`src/be8n_pkg.sv`:
```
// Shared types and constants for the 8-neighbour binary edge block.
// Used by the interfaces, the position tracker and the top level.
package be8n_pkg;

    localparam int CFG_INDEX_W = 2;
    localparam int CFG_DATA_W  = 11;
    localparam int PIX_W       = 8;

    localparam logic [CFG_INDEX_W-1:0] REG_IMAGE_WIDTH  = 2'd0;
    localparam logic [CFG_INDEX_W-1:0] REG_IMAGE_HEIGHT = 2'd1;
    localparam logic [CFG_INDEX_W-1:0] REG_EDGE_VALUE   = 2'd2;

    localparam logic CMD_PIXEL = 1'b0;
    localparam logic CMD_FLUSH = 1'b1;

    localparam int               DIM_RESET  = 1024;
    localparam logic [PIX_W-1:0] EDGE_RESET = 8'd255;

    // one window column: [2] row above, [1] center row, [0] row below
    typedef logic [2:0] t_col;

    typedef struct packed {
        logic step;
        logic emit;
        logic pix;
        logic top;
        logic bot;
        logic left;
        logic right;
        logic last;
    } t_step_ctl;

endpackage

```
`src/be8n_in_if.sv`:
```
// Input channel: pixel or flush request with valid/ready handshake.
// Depends on be8n_pkg for the pixel width.
interface be8n_in_if;
    logic                         valid;
    logic                         ready;
    logic                         command;
    logic [be8n_pkg::PIX_W-1:0]   pixel_value;

    modport source (output valid, output command, output pixel_value, input ready);
    modport sink   (input valid, input command, input pixel_value, output ready);
endinterface

```
`src/be8n_out_if.sv`:
```
// Output channel: edge result with frame end marker, valid/ready handshake.
// Depends on be8n_pkg for the pixel width.
interface be8n_out_if;
    logic                         valid;
    logic                         ready;
    logic [be8n_pkg::PIX_W-1:0]   edge_out;
    logic                         frame_last;

    modport source (output valid, output edge_out, output frame_last, input ready);
    modport sink   (input valid, input edge_out, input frame_last, output ready);
endinterface

```
`src/be8n_ram.sv`:
```
// Generic simple dual-port RAM: one write port, one registered read port.
// No dependencies.
module be8n_ram #(
    parameter int WIDTH = 2,
    parameter int DEPTH = 1024
) (
    input  logic                     i_clk,
    input  logic                     i_wr_en,
    input  logic [$clog2(DEPTH)-1:0] i_wr_addr,
    input  logic [WIDTH-1:0]         i_wr_data,
    input  logic                     i_rd_en,
    input  logic [$clog2(DEPTH)-1:0] i_rd_addr,
    output logic [WIDTH-1:0]         o_rd_data
);
    logic [WIDTH-1:0] r_mem [DEPTH];
    logic [WIDTH-1:0] r_rd_data;

    always_ff @(posedge i_clk) begin
        if (i_wr_en) begin
            r_mem[i_wr_addr] <= i_wr_data;
        end
        if (i_rd_en) begin
            r_rd_data <= r_mem[i_rd_addr];
        end
    end

    assign o_rd_data = r_rd_data;
endmodule

```
`src/be8n_cell.sv`:
```
// One column cell of the 3x3 window chain; loads its neighbor's column.
// Depends on be8n_pkg for the column type.
module be8n_cell (
    input  logic           i_clk,
    input  logic           i_load,
    input  be8n_pkg::t_col i_col,
    output be8n_pkg::t_col o_col
);
    import be8n_pkg::*;

    t_col r_col;
    t_col n_col;

    assign n_col = i_load ? i_col : r_col;

    always_ff @(posedge i_clk) begin
        r_col <= n_col;
    end

    assign o_col = r_col;
endmodule

```
`src/be8n_pos.sv`:
```
// Frame geometry registers and raster position tracking for input and result.
// Decides per request whether it is a step, whether it emits, and the border masks.
// Depends on be8n_pkg.
module be8n_pos #(
    parameter int MAX_WIDTH  = 1024,
    parameter int MAX_HEIGHT = 1024
) (
    input  logic                                i_clk,
    input  logic                                i_rst_n,
    input  logic                                i_cfg_we,
    input  logic [be8n_pkg::CFG_INDEX_W-1:0]    i_cfg_index,
    input  logic [be8n_pkg::CFG_DATA_W-1:0]     i_cfg_data,
    input  logic                                i_accept,
    input  logic                                i_command,
    input  logic                                i_pix,
    output be8n_pkg::t_step_ctl                 o_ctl,
    output logic [$clog2(MAX_WIDTH)-1:0]        o_col
);
    import be8n_pkg::*;

    localparam int COL_W = $clog2(MAX_WIDTH);
    localparam int ROW_W = $clog2(MAX_HEIGHT);
    localparam int RST_W = (DIM_RESET > MAX_WIDTH)  ? MAX_WIDTH  : DIM_RESET;
    localparam int RST_H = (DIM_RESET > MAX_HEIGHT) ? MAX_HEIGHT : DIM_RESET;

    function automatic int unsigned clamp_dim(logic [CFG_DATA_W-1:0] v, int unsigned maxv);
        int unsigned res;
        res = 32'(v);
        if (res < 2) begin
            res = 2;
        end else if (res > maxv) begin
            res = maxv;
        end
        return res;
    endfunction

    logic [COL_W-1:0] r_wm1, n_wm1;
    logic [ROW_W-1:0] r_hm1, n_hm1;
    logic [COL_W-1:0] r_in_col, n_in_col;
    logic [ROW_W-1:0] r_in_row, n_in_row;
    logic             r_in_done, n_in_done;
    logic [COL_W-1:0] r_out_col, n_out_col;
    logic [ROW_W-1:0] r_out_row, n_out_row;

    logic primed;
    logic pix_step;
    logic flush_step;
    logic out_col_end;
    logic out_row_end;

    assign primed      = (r_in_row != '0) && !((r_in_row == ROW_W'(1)) && (r_in_col == '0));
    assign pix_step    = (i_command == CMD_PIXEL) && !r_in_done;
    assign flush_step  = (i_command == CMD_FLUSH) && r_in_done;
    assign out_col_end = (r_out_col == r_wm1);
    assign out_row_end = (r_out_row == r_hm1);

    always_comb begin
        o_ctl.step  = pix_step || flush_step;
        o_ctl.emit  = flush_step || (pix_step && primed);
        o_ctl.pix   = (i_command == CMD_FLUSH) || i_pix;
        o_ctl.top   = (r_out_row == '0);
        o_ctl.bot   = out_row_end;
        o_ctl.left  = (r_out_col == '0);
        o_ctl.right = out_col_end;
        o_ctl.last  = out_row_end && out_col_end;
    end

    assign o_col = r_in_col;

    always_comb begin
        n_wm1     = r_wm1;
        n_hm1     = r_hm1;
        n_in_col  = r_in_col;
        n_in_row  = r_in_row;
        n_in_done = r_in_done;
        n_out_col = r_out_col;
        n_out_row = r_out_row;
        if (i_cfg_we) begin
            case (i_cfg_index)
                REG_IMAGE_WIDTH: begin
                    n_wm1     = COL_W'(clamp_dim(i_cfg_data, MAX_WIDTH) - 1);
                    n_in_col  = '0;
                    n_in_row  = '0;
                    n_in_done = 1'b0;
                    n_out_col = '0;
                    n_out_row = '0;
                end
                REG_IMAGE_HEIGHT: begin
                    n_hm1     = ROW_W'(clamp_dim(i_cfg_data, MAX_HEIGHT) - 1);
                    n_in_col  = '0;
                    n_in_row  = '0;
                    n_in_done = 1'b0;
                    n_out_col = '0;
                    n_out_row = '0;
                end
                default: begin
                end
            endcase
        end else if (i_accept && o_ctl.step) begin
            if (r_in_col == r_wm1) begin
                n_in_col = '0;
                if (pix_step) begin
                    if (r_in_row == r_hm1) begin
                        n_in_done = 1'b1;
                    end else begin
                        n_in_row = r_in_row + ROW_W'(1);
                    end
                end
            end else begin
                n_in_col = r_in_col + COL_W'(1);
            end
            if (o_ctl.emit) begin
                if (out_col_end) begin
                    n_out_col = '0;
                    n_out_row = r_out_row + ROW_W'(1);
                end else begin
                    n_out_col = r_out_col + COL_W'(1);
                end
                if (o_ctl.last) begin
                    n_in_col  = '0;
                    n_in_row  = '0;
                    n_in_done = 1'b0;
                    n_out_col = '0;
                    n_out_row = '0;
                end
            end
        end
    end

    always_ff @(posedge i_clk) begin
        if (!i_rst_n) begin
            r_wm1     <= COL_W'(RST_W - 1);
            r_hm1     <= ROW_W'(RST_H - 1);
            r_in_col  <= '0;
            r_in_row  <= '0;
            r_in_done <= 1'b0;
            r_out_col <= '0;
            r_out_row <= '0;
        end else begin
            r_wm1     <= n_wm1;
            r_hm1     <= n_hm1;
            r_in_col  <= n_in_col;
            r_in_row  <= n_in_row;
            r_in_done <= n_in_done;
            r_out_col <= n_out_col;
            r_out_row <= n_out_row;
        end
    end
endmodule

```
`src/binary_edge_8_neighbour.sv`:
```
// Inner boundary of a binary raster image over a 3x3 window of three chained column cells.
// Takes one request per cycle while the output is not stalled; a result is registered after
// the request that causes it passes the line buffer read, the window shift and the output register.
// Reset clears positions and handshake state, sets width and height to 1024 and the edge
// value to 255; line buffer contents are not cleared, border masks hide stale rows.
// Depends on be8n_pkg, be8n_in_if, be8n_out_if, be8n_pos, be8n_ram and be8n_cell.
module binary_edge_8_neighbour #(
    parameter int MAX_WIDTH  = 1024,
    parameter int MAX_HEIGHT = 1024
) (
    input  logic                                i_clk,
    input  logic                                i_rst_n,
    input  logic                                i_cfg_we,
    input  logic [be8n_pkg::CFG_INDEX_W-1:0]    i_cfg_index,
    input  logic [be8n_pkg::CFG_DATA_W-1:0]     i_cfg_data,
    be8n_in_if.sink                             i_in,
    be8n_out_if.source                          o_out
);
    import be8n_pkg::*;

    localparam int COL_W = $clog2(MAX_WIDTH);

    logic [PIX_W-1:0] r_edge_value;

    t_step_ctl        ctl;
    logic [COL_W-1:0] col;
    logic             accept;
    logic             step_in;

    logic             r_a_valid, n_a_valid;
    t_step_ctl        r_a_ctl;
    logic [COL_W-1:0] r_a_col;
    logic [1:0]       rd_data;

    logic             r_b_pend, n_b_pend;
    t_step_ctl        r_b_ctl;

    logic             r_o_valid, n_o_valid;
    logic [PIX_W-1:0] r_o_edge;
    logic             r_o_last;

    logic out_free;
    logic b_move;
    logic b_free;
    logic a_move;
    logic a_free;

    t_col new_col;
    t_col win0, win1, win2;
    t_col msk0, msk1, msk2;
    t_col row_mask;
    logic is_edge;

    assign out_free = !r_o_valid || o_out.ready;
    assign b_move   = r_b_pend && out_free;
    assign b_free   = !r_b_pend || out_free;
    assign a_move   = r_a_valid && b_free;
    assign a_free   = !r_a_valid || a_move;

    assign i_in.ready = a_free;
    assign accept     = i_in.valid && a_free;
    assign step_in    = accept && ctl.step;

    be8n_pos #(
        .MAX_WIDTH  (MAX_WIDTH),
        .MAX_HEIGHT (MAX_HEIGHT)
    ) u_pos (
        .i_clk       (i_clk),
        .i_rst_n     (i_rst_n),
        .i_cfg_we    (i_cfg_we),
        .i_cfg_index (i_cfg_index),
        .i_cfg_data  (i_cfg_data),
        .i_accept    (accept),
        .i_command   (i_in.command),
        .i_pix       (|i_in.pixel_value),
        .o_ctl       (ctl),
        .o_col       (col)
    );

    // line buffer entry per column: [1] previous row, [0] row before that
    be8n_ram #(
        .WIDTH (2),
        .DEPTH (MAX_WIDTH)
    ) u_line (
        .i_clk     (i_clk),
        .i_wr_en   (a_move),
        .i_wr_addr (r_a_col),
        .i_wr_data ({r_a_ctl.pix, rd_data[1]}),
        .i_rd_en   (step_in),
        .i_rd_addr (col),
        .o_rd_data (rd_data)
    );

    assign new_col = {rd_data[0], rd_data[1], r_a_ctl.pix};

    be8n_cell u_cell2 (.i_clk(i_clk), .i_load(a_move), .i_col(new_col), .o_col(win2));
    be8n_cell u_cell1 (.i_clk(i_clk), .i_load(a_move), .i_col(win2),    .o_col(win1));
    be8n_cell u_cell0 (.i_clk(i_clk), .i_load(a_move), .i_col(win1),    .o_col(win0));

    // force neighbors outside the frame to foreground
    assign row_mask = {r_b_ctl.top, 1'b0, r_b_ctl.bot};
    assign msk0     = win0 | row_mask | {3{r_b_ctl.left}};
    assign msk1     = win1 | row_mask;
    assign msk2     = win2 | row_mask | {3{r_b_ctl.right}};
    assign is_edge  = win1[1] && !(&{msk0, msk1, msk2});

    always_comb begin
        n_a_valid = r_a_valid;
        if (step_in) begin
            n_a_valid = 1'b1;
        end else if (a_move) begin
            n_a_valid = 1'b0;
        end

        n_b_pend = r_b_pend;
        if (a_move) begin
            n_b_pend = r_a_ctl.emit;
        end else if (b_move) begin
            n_b_pend = 1'b0;
        end

        n_o_valid = r_o_valid;
        if (b_move) begin
            n_o_valid = 1'b1;
        end else if (o_out.ready) begin
            n_o_valid = 1'b0;
        end
    end

    always_ff @(posedge i_clk) begin
        if (!i_rst_n) begin
            r_edge_value <= EDGE_RESET;
            r_a_valid    <= 1'b0;
            r_b_pend     <= 1'b0;
            r_o_valid    <= 1'b0;
        end else begin
            if (i_cfg_we && (i_cfg_index == REG_EDGE_VALUE)) begin
                r_edge_value <= i_cfg_data[PIX_W-1:0];
            end
            r_a_valid <= n_a_valid;
            r_b_pend  <= n_b_pend;
            r_o_valid <= n_o_valid;
        end
    end

    always_ff @(posedge i_clk) begin
        if (step_in) begin
            r_a_ctl <= ctl;
            r_a_col <= col;
        end
        if (a_move) begin
            r_b_ctl <= r_a_ctl;
        end
        if (b_move) begin
            r_o_edge <= is_edge ? r_edge_value : '0;
            r_o_last <= r_b_ctl.last;
        end
    end

    assign o_out.valid      = r_o_valid;
    assign o_out.edge_out   = r_o_edge;
    assign o_out.frame_last = r_o_last;
endmodule
```
`src/flat_wrapper.sv`:
```
// flat-port wrapper written by rule: the top's interface ports become plain ports
module binary_edge_8_neighbour_flat import be8n_pkg::*;
#(
    parameter int MAX_WIDTH  = 1024,
    parameter int MAX_HEIGHT = 1024
)
  (i_clk, i_rst_n, i_cfg_we, i_cfg_index, i_cfg_data, i_in_valid, i_in_command, i_in_pixel_value, i_in_ready, o_out_valid, o_out_edge_out, o_out_frame_last, o_out_ready);
  be8n_in_if i_in_i ();
  be8n_out_if o_out_i ();
  input  logic i_clk;
  input  logic i_rst_n;
  input  logic i_cfg_we;
  input  logic [be8n_pkg::CFG_INDEX_W-1:0] i_cfg_index;
  input  logic [be8n_pkg::CFG_DATA_W-1:0] i_cfg_data;
  input wire logic [$bits(i_in_i.valid)-1:0] i_in_valid;
  input wire logic [$bits(i_in_i.command)-1:0] i_in_command;
  input wire logic [$bits(i_in_i.pixel_value)-1:0] i_in_pixel_value;
  output wire logic [$bits(i_in_i.ready)-1:0] i_in_ready;
  output wire logic [$bits(o_out_i.valid)-1:0] o_out_valid;
  output wire logic [$bits(o_out_i.edge_out)-1:0] o_out_edge_out;
  output wire logic [$bits(o_out_i.frame_last)-1:0] o_out_frame_last;
  input wire logic [$bits(o_out_i.ready)-1:0] o_out_ready;
  assign i_in_i.valid = i_in_valid;
  assign i_in_i.command = i_in_command;
  assign i_in_i.pixel_value = i_in_pixel_value;
  assign i_in_ready = i_in_i.ready;
  assign o_out_valid = o_out_i.valid;
  assign o_out_edge_out = o_out_i.edge_out;
  assign o_out_frame_last = o_out_i.frame_last;
  assign o_out_i.ready = o_out_ready;
  binary_edge_8_neighbour #(.MAX_WIDTH(MAX_WIDTH), .MAX_HEIGHT(MAX_HEIGHT)) u_core (.i_clk(i_clk), .i_rst_n(i_rst_n), .i_cfg_we(i_cfg_we), .i_cfg_index(i_cfg_index), .i_cfg_data(i_cfg_data), .i_in(i_in_i), .o_out(o_out_i));
endmodule
```
`config.mk`:
```
export PLATFORM = sky130hd
export DESIGN_NAME = binary_edge_8_neighbour_flat
export DESIGN_NICKNAME = d
export VERILOG_FILES = /design/src/be8n_pkg.sv /design/src/be8n_in_if.sv /design/src/be8n_out_if.sv /design/src/be8n_ram.sv /design/src/be8n_cell.sv /design/src/be8n_pos.sv /design/src/binary_edge_8_neighbour.sv /design/src/flat_wrapper.sv
export SDC_FILE = /design/constraint.sdc
export NUM_CORES = 2
export LEC_CHECK = 0
export ABC_CLOCK_PERIOD_IN_PS = 17550
export BUFFER_PORTS_ARGS = -buffer_cell sky130_fd_sc_hd__buf_2
export CAP_MARGIN = 0
export CORE_MARGIN = 5
export CORE_UTILIZATION = 48
export CTS_CLUSTER_SIZE = 25
export DETAILED_ROUTE_END_ITERATION = 16
export GPL_TIMING_DRIVEN = 0
export PLACE_DENSITY = 0.62
export SYNTH_ARGS = -nofsm -noshare
export SYNTH_HDL_FRONTEND = slang
export SYNTH_SLANG_ARGS = --single-unit
```
`constraint.sdc`:
```
create_clock -name i_clk -period 17.55 [get_ports i_clk]
set_input_delay 4.3875 -clock i_clk [delete_from_list [all_inputs] [get_ports i_clk]]
set_output_delay 4.3875 -clock i_clk [all_outputs]
set_load 0.005 [all_outputs]
```
==> impl_metrics.env <==
export IMPL_grt_pass1_vias=54430
export IMPL_initial_core_util=0.4828
export IMPL_crit_slowest_cell="nand4b_1"
export IMPL_drt_iter0_drc=11950
export IMPL_fmax_mhz=107.3
export IMPL_grt_pass1_wl_mm=494.8
export IMPL_cpMostUsedCell="buf_2"
export IMPL_synthCells=5377
export IMPL_violations="capacitance limit, slew limit"
export IMPL_tightest_slew_ps=1817
export IMPL_vias_per_cell=6.990
export IMPL_io_pins=38
export IMPL_cap_viol_max_count=32
export IMPL_area_delta_synth_final_pct=14.34
export IMPL_cts_resized=0
export IMPL_hold_path_class="reg2reg"
export IMPL_rsz0062_at_grt="no"
export IMPL_die_h_microns=441.9
export IMPL_nFillCells=14720
export IMPL_min_period_ps=9319
export IMPL_syn_area_per_cell_sq_um=16.65
export IMPL_track_usage=0.3816
export IMPL_cts_root_buf="clkbuf_16"
export IMPL_yosys_area_top_type="edfxtp_1"
export IMPL_cts_made_buffers=217
export IMPL_dpl_cell_count=7980
export IMPL_gp_congestion=1.077
export IMPL_post_dp_cell_area_sq_mm=0.09522
export IMPL_path_cells="buf_2 > nand4b_1 > buf_2"
export IMPL_setup_worst_path_start_class="input pin"
export IMPL_worst_ep_arrival_time_ps=4930
export IMPL_synth_top_area_frac=0.7010
export IMPL_die_w_microns=441.9
export IMPL_ctsHoldBuffers=0
export IMPL_ys_seq_area_frac=0.7171
export IMPL_clk_pin_slew_ps=60
export IMPL_setup_viol=0
export IMPL_clk_latency_ps=910
export IMPL_hpwl_mm=251.9
export IMPL_ant_nets=0
export IMPL_crit_required_ps=13160
export IMPL_ys_types=89
export IMPL_critPathMaxStageDelay_ps=250
export IMPL_power_per_cell_area_mw_per_mm2=107.8
export IMPL_core_sq_mm=0.1854
export IMPL_io_buffers=34
export IMPL_fin_crit_sh=0.5310
export IMPL_synth_edff_count=2090
export IMPL_clockBufferDepth=3
export IMPL_critPathMaxFanout=3
export IMPL_worst_clock_skew_ps=50.57
export IMPL_status="finished, violations left"
export IMPL_endpoint_kind="primary output"
export IMPL_drcViolationCount=0
export IMPL_yosys_register_bits=2162
export IMPL_yosys_top_cells_area="edfxtp_1 (70%), mux4_2 (11%), nor2_1 (4.6%)"
export IMPL_cts_tree="built"
export IMPL_drive_above_1_share=0.1935
export IMPL_synthFlopType="edfxtp_1"
export IMPL_post_cts_buffers=0
export IMPL_num_rows=158
export IMPL_wl_mm=380.0
export IMPL_dr_pass1_iters=9
export IMPL_htreeDepth=4
export IMPL_async_flop_share=0
export IMPL_stdcell_area_sq_mm=0.1024
export IMPL_drv_slew=313
export IMPL_cts_sinks=2162
export IMPL_ys_warn_count=0
export IMPL_hold_viol=0
export IMPL_antenna_found_initial=39
export IMPL_grt_max_degree=35
export IMPL_fin_nets=5760
export IMPL_grt_overflow_total=0
export IMPL_p_leak_nw=30.99
export IMPL_wl_per_cell_microns=45.08
export IMPL_num_vias=58920
export IMPL_syn_nets=5416
export IMPL_die_area_sq_mm=0.1952
export IMPL_vdd_ir_drop_max_uv=100.2
export IMPL_netlist_area_sq_mm=0.08953
export IMPL_critPathKind="in2out"
export IMPL_finalNonFillerCells=8429
export IMPL_fin_tns_setup_ps=0
export IMPL_slew_headroom=-0.2114
## cells in the final DEF, fill, tap and decap left out, types with 72 or more instances in the layout
cell type  count
mux2i_1      188
buf_16        82
clkbuf_1     262
nor2_1      1092
clkbuf_16    221
nand2_1      257
mux4_2       455
dfxtp_1       72
buf_2         95
edfxtp_1    2090
## routing by layer
layer	up-vias	track usage	share of wire
met5	-	0	0.00071
met4	26	0.2663	0.087
met3	1342	0.1836	0.17
met2	5780	0.5219	0.41
met1	30180	0.4765	0.33
li1	21590	-	-
## report_power, final
part / leakage [nW] / switching, mW / internal, mW
registers: 19.1 / 0.00820 / 5.62
clock network: 3.39 / 2.07 / 2.60
logic: 8.47 / 0.492 / 0.249
total: 31.0 / 2.57 / 8.47
## flip-flops by register name, summed over array words and instances, names as in the netlist, 2 cells and up
| register | count |
|---|---|
| u_core.u_cell1.o_col | 3 |
| u_core.o_out.edge_out | 8 |
| u_core.u_pos.r_hm1 | 10 |
| u_core.u_line.r_mem | 2048 |
| u_core.r_a_ctl | 6 |
| u_core.r_a_col | 10 |
| u_core.u_pos.r_out_row | 10 |
| u_core.u_line.o_rd_data | 2 |
| u_core.u_cell0.o_col | 3 |
| u_core.r_edge_value | 8 |
| u_core.r_b_ctl | 5 |
| u_core.u_pos.r_out_col | 10 |
| u_core.u_pos.r_wm1 | 10 |
| u_core.u_pos.o_col | 10 |
| u_core.u_cell2.o_col | 3 |
| u_core.u_pos.r_in_row | 10 |
## final cells by class
class	count	area, sq um	share of cell area
Antenna cell	43	107.6	0.001051
Tap cell	2480	3103	0.03031
Buffer	424	2506	0.02448
Timing Repair Buffer	125	2562	0.02503
Clock buffer	276	5777	0.05643
Sequential cell	2162	64200	0.6272
Inverter	27	101.3	0.0009900
Multi-Input combinational cell	2764	22800	0.2227
Clock inverter	128	1211	0.01183
## kinds of logic (layout without fill, tap and decap cells)
family | Yosys count | after routing | share of synthesized area
fa+ha+maj | 12 | 12 | 0.001677
flops | 2162 | 2162 | 0.7171
other cells | 0 | 43 | 0
mux | 675 | 675 | 0.1402
simple gates | 1620 | 1620 | 0.07439
xor+xnor | 69 | 69 | 0.006750
buf+inv | 451 | 980 | 0.02850
compound gates | 388 | 388 | 0.03138
## stage by stage
stage | worst slack [ps] | utilization | hold WS (ps) | power (mW)
global placement | -9476 | 0.5004 | 404.2 | 6.481
CTS | 8223 | 0.5512 | 416.6 | 10.96
finish | 8231 | 0.5520 | 418.0 | 11.04
detailed placement | 8223 | 0.5135 | 404.5 | 6.440
global route | 8177 | 0.5515 | 428.3 | 11.21
floorplan | 2848 | - | 400.3 | 6.133
## cells in the mapped netlist (all sizes together) (10+ instances only)
| library cell | count |
|---|---|
| a211oi | 19 |
| a21oi | 54 |
| a221oi | 18 |
| a22oi | 49 |
| a31oi | 13 |
| a32oi | 18 |
| and2 | 23 |
| and3 | 13 |
| buf | 166 |
| clkbuf | 258 |
| dfxtp | 72 |
| edfxtp | 2090 |
| ha | 12 |
| inv | 26 |
| mux2 | 28 |
| mux2i | 188 |
| mux4 | 459 |
| nand2 | 258 |
| nand2b | 11 |
| nand3 | 70 |
| nand4 | 21 |
| nor2 | 1099 |
| nor2b | 25 |
| nor3 | 42 |
| nor3b | 10 |
| nor4 | 18 |
| o211ai | 28 |
| o21ai | 53 |
| o221ai | 33 |
| o22ai | 26 |
| xnor2 | 50 |
| xor2 | 19 |
## final timing paths
kind / start / end / slack (ps) / depth (start not counted)
setup / recovery: o_out_ready / i_in_ready / 8230 / 3
hold / removal: u_core.r_a_ctl[1] / u_core.r_b_ctl[1] / 420 / 0
setup reg to reg: u_core.u_pos.o_col[4] / u_core.u_line.o_rd_data[0] / 10560 / 11
hold reg to reg: u_core.r_a_ctl[1] / u_core.r_b_ctl[1] / 420 / 0
## critical path, delay by kind of cell
kind	cells	cell delay (ps)
buf+inv	2	290
simple gates	1	250
Power figures use the tool's default switching activity.
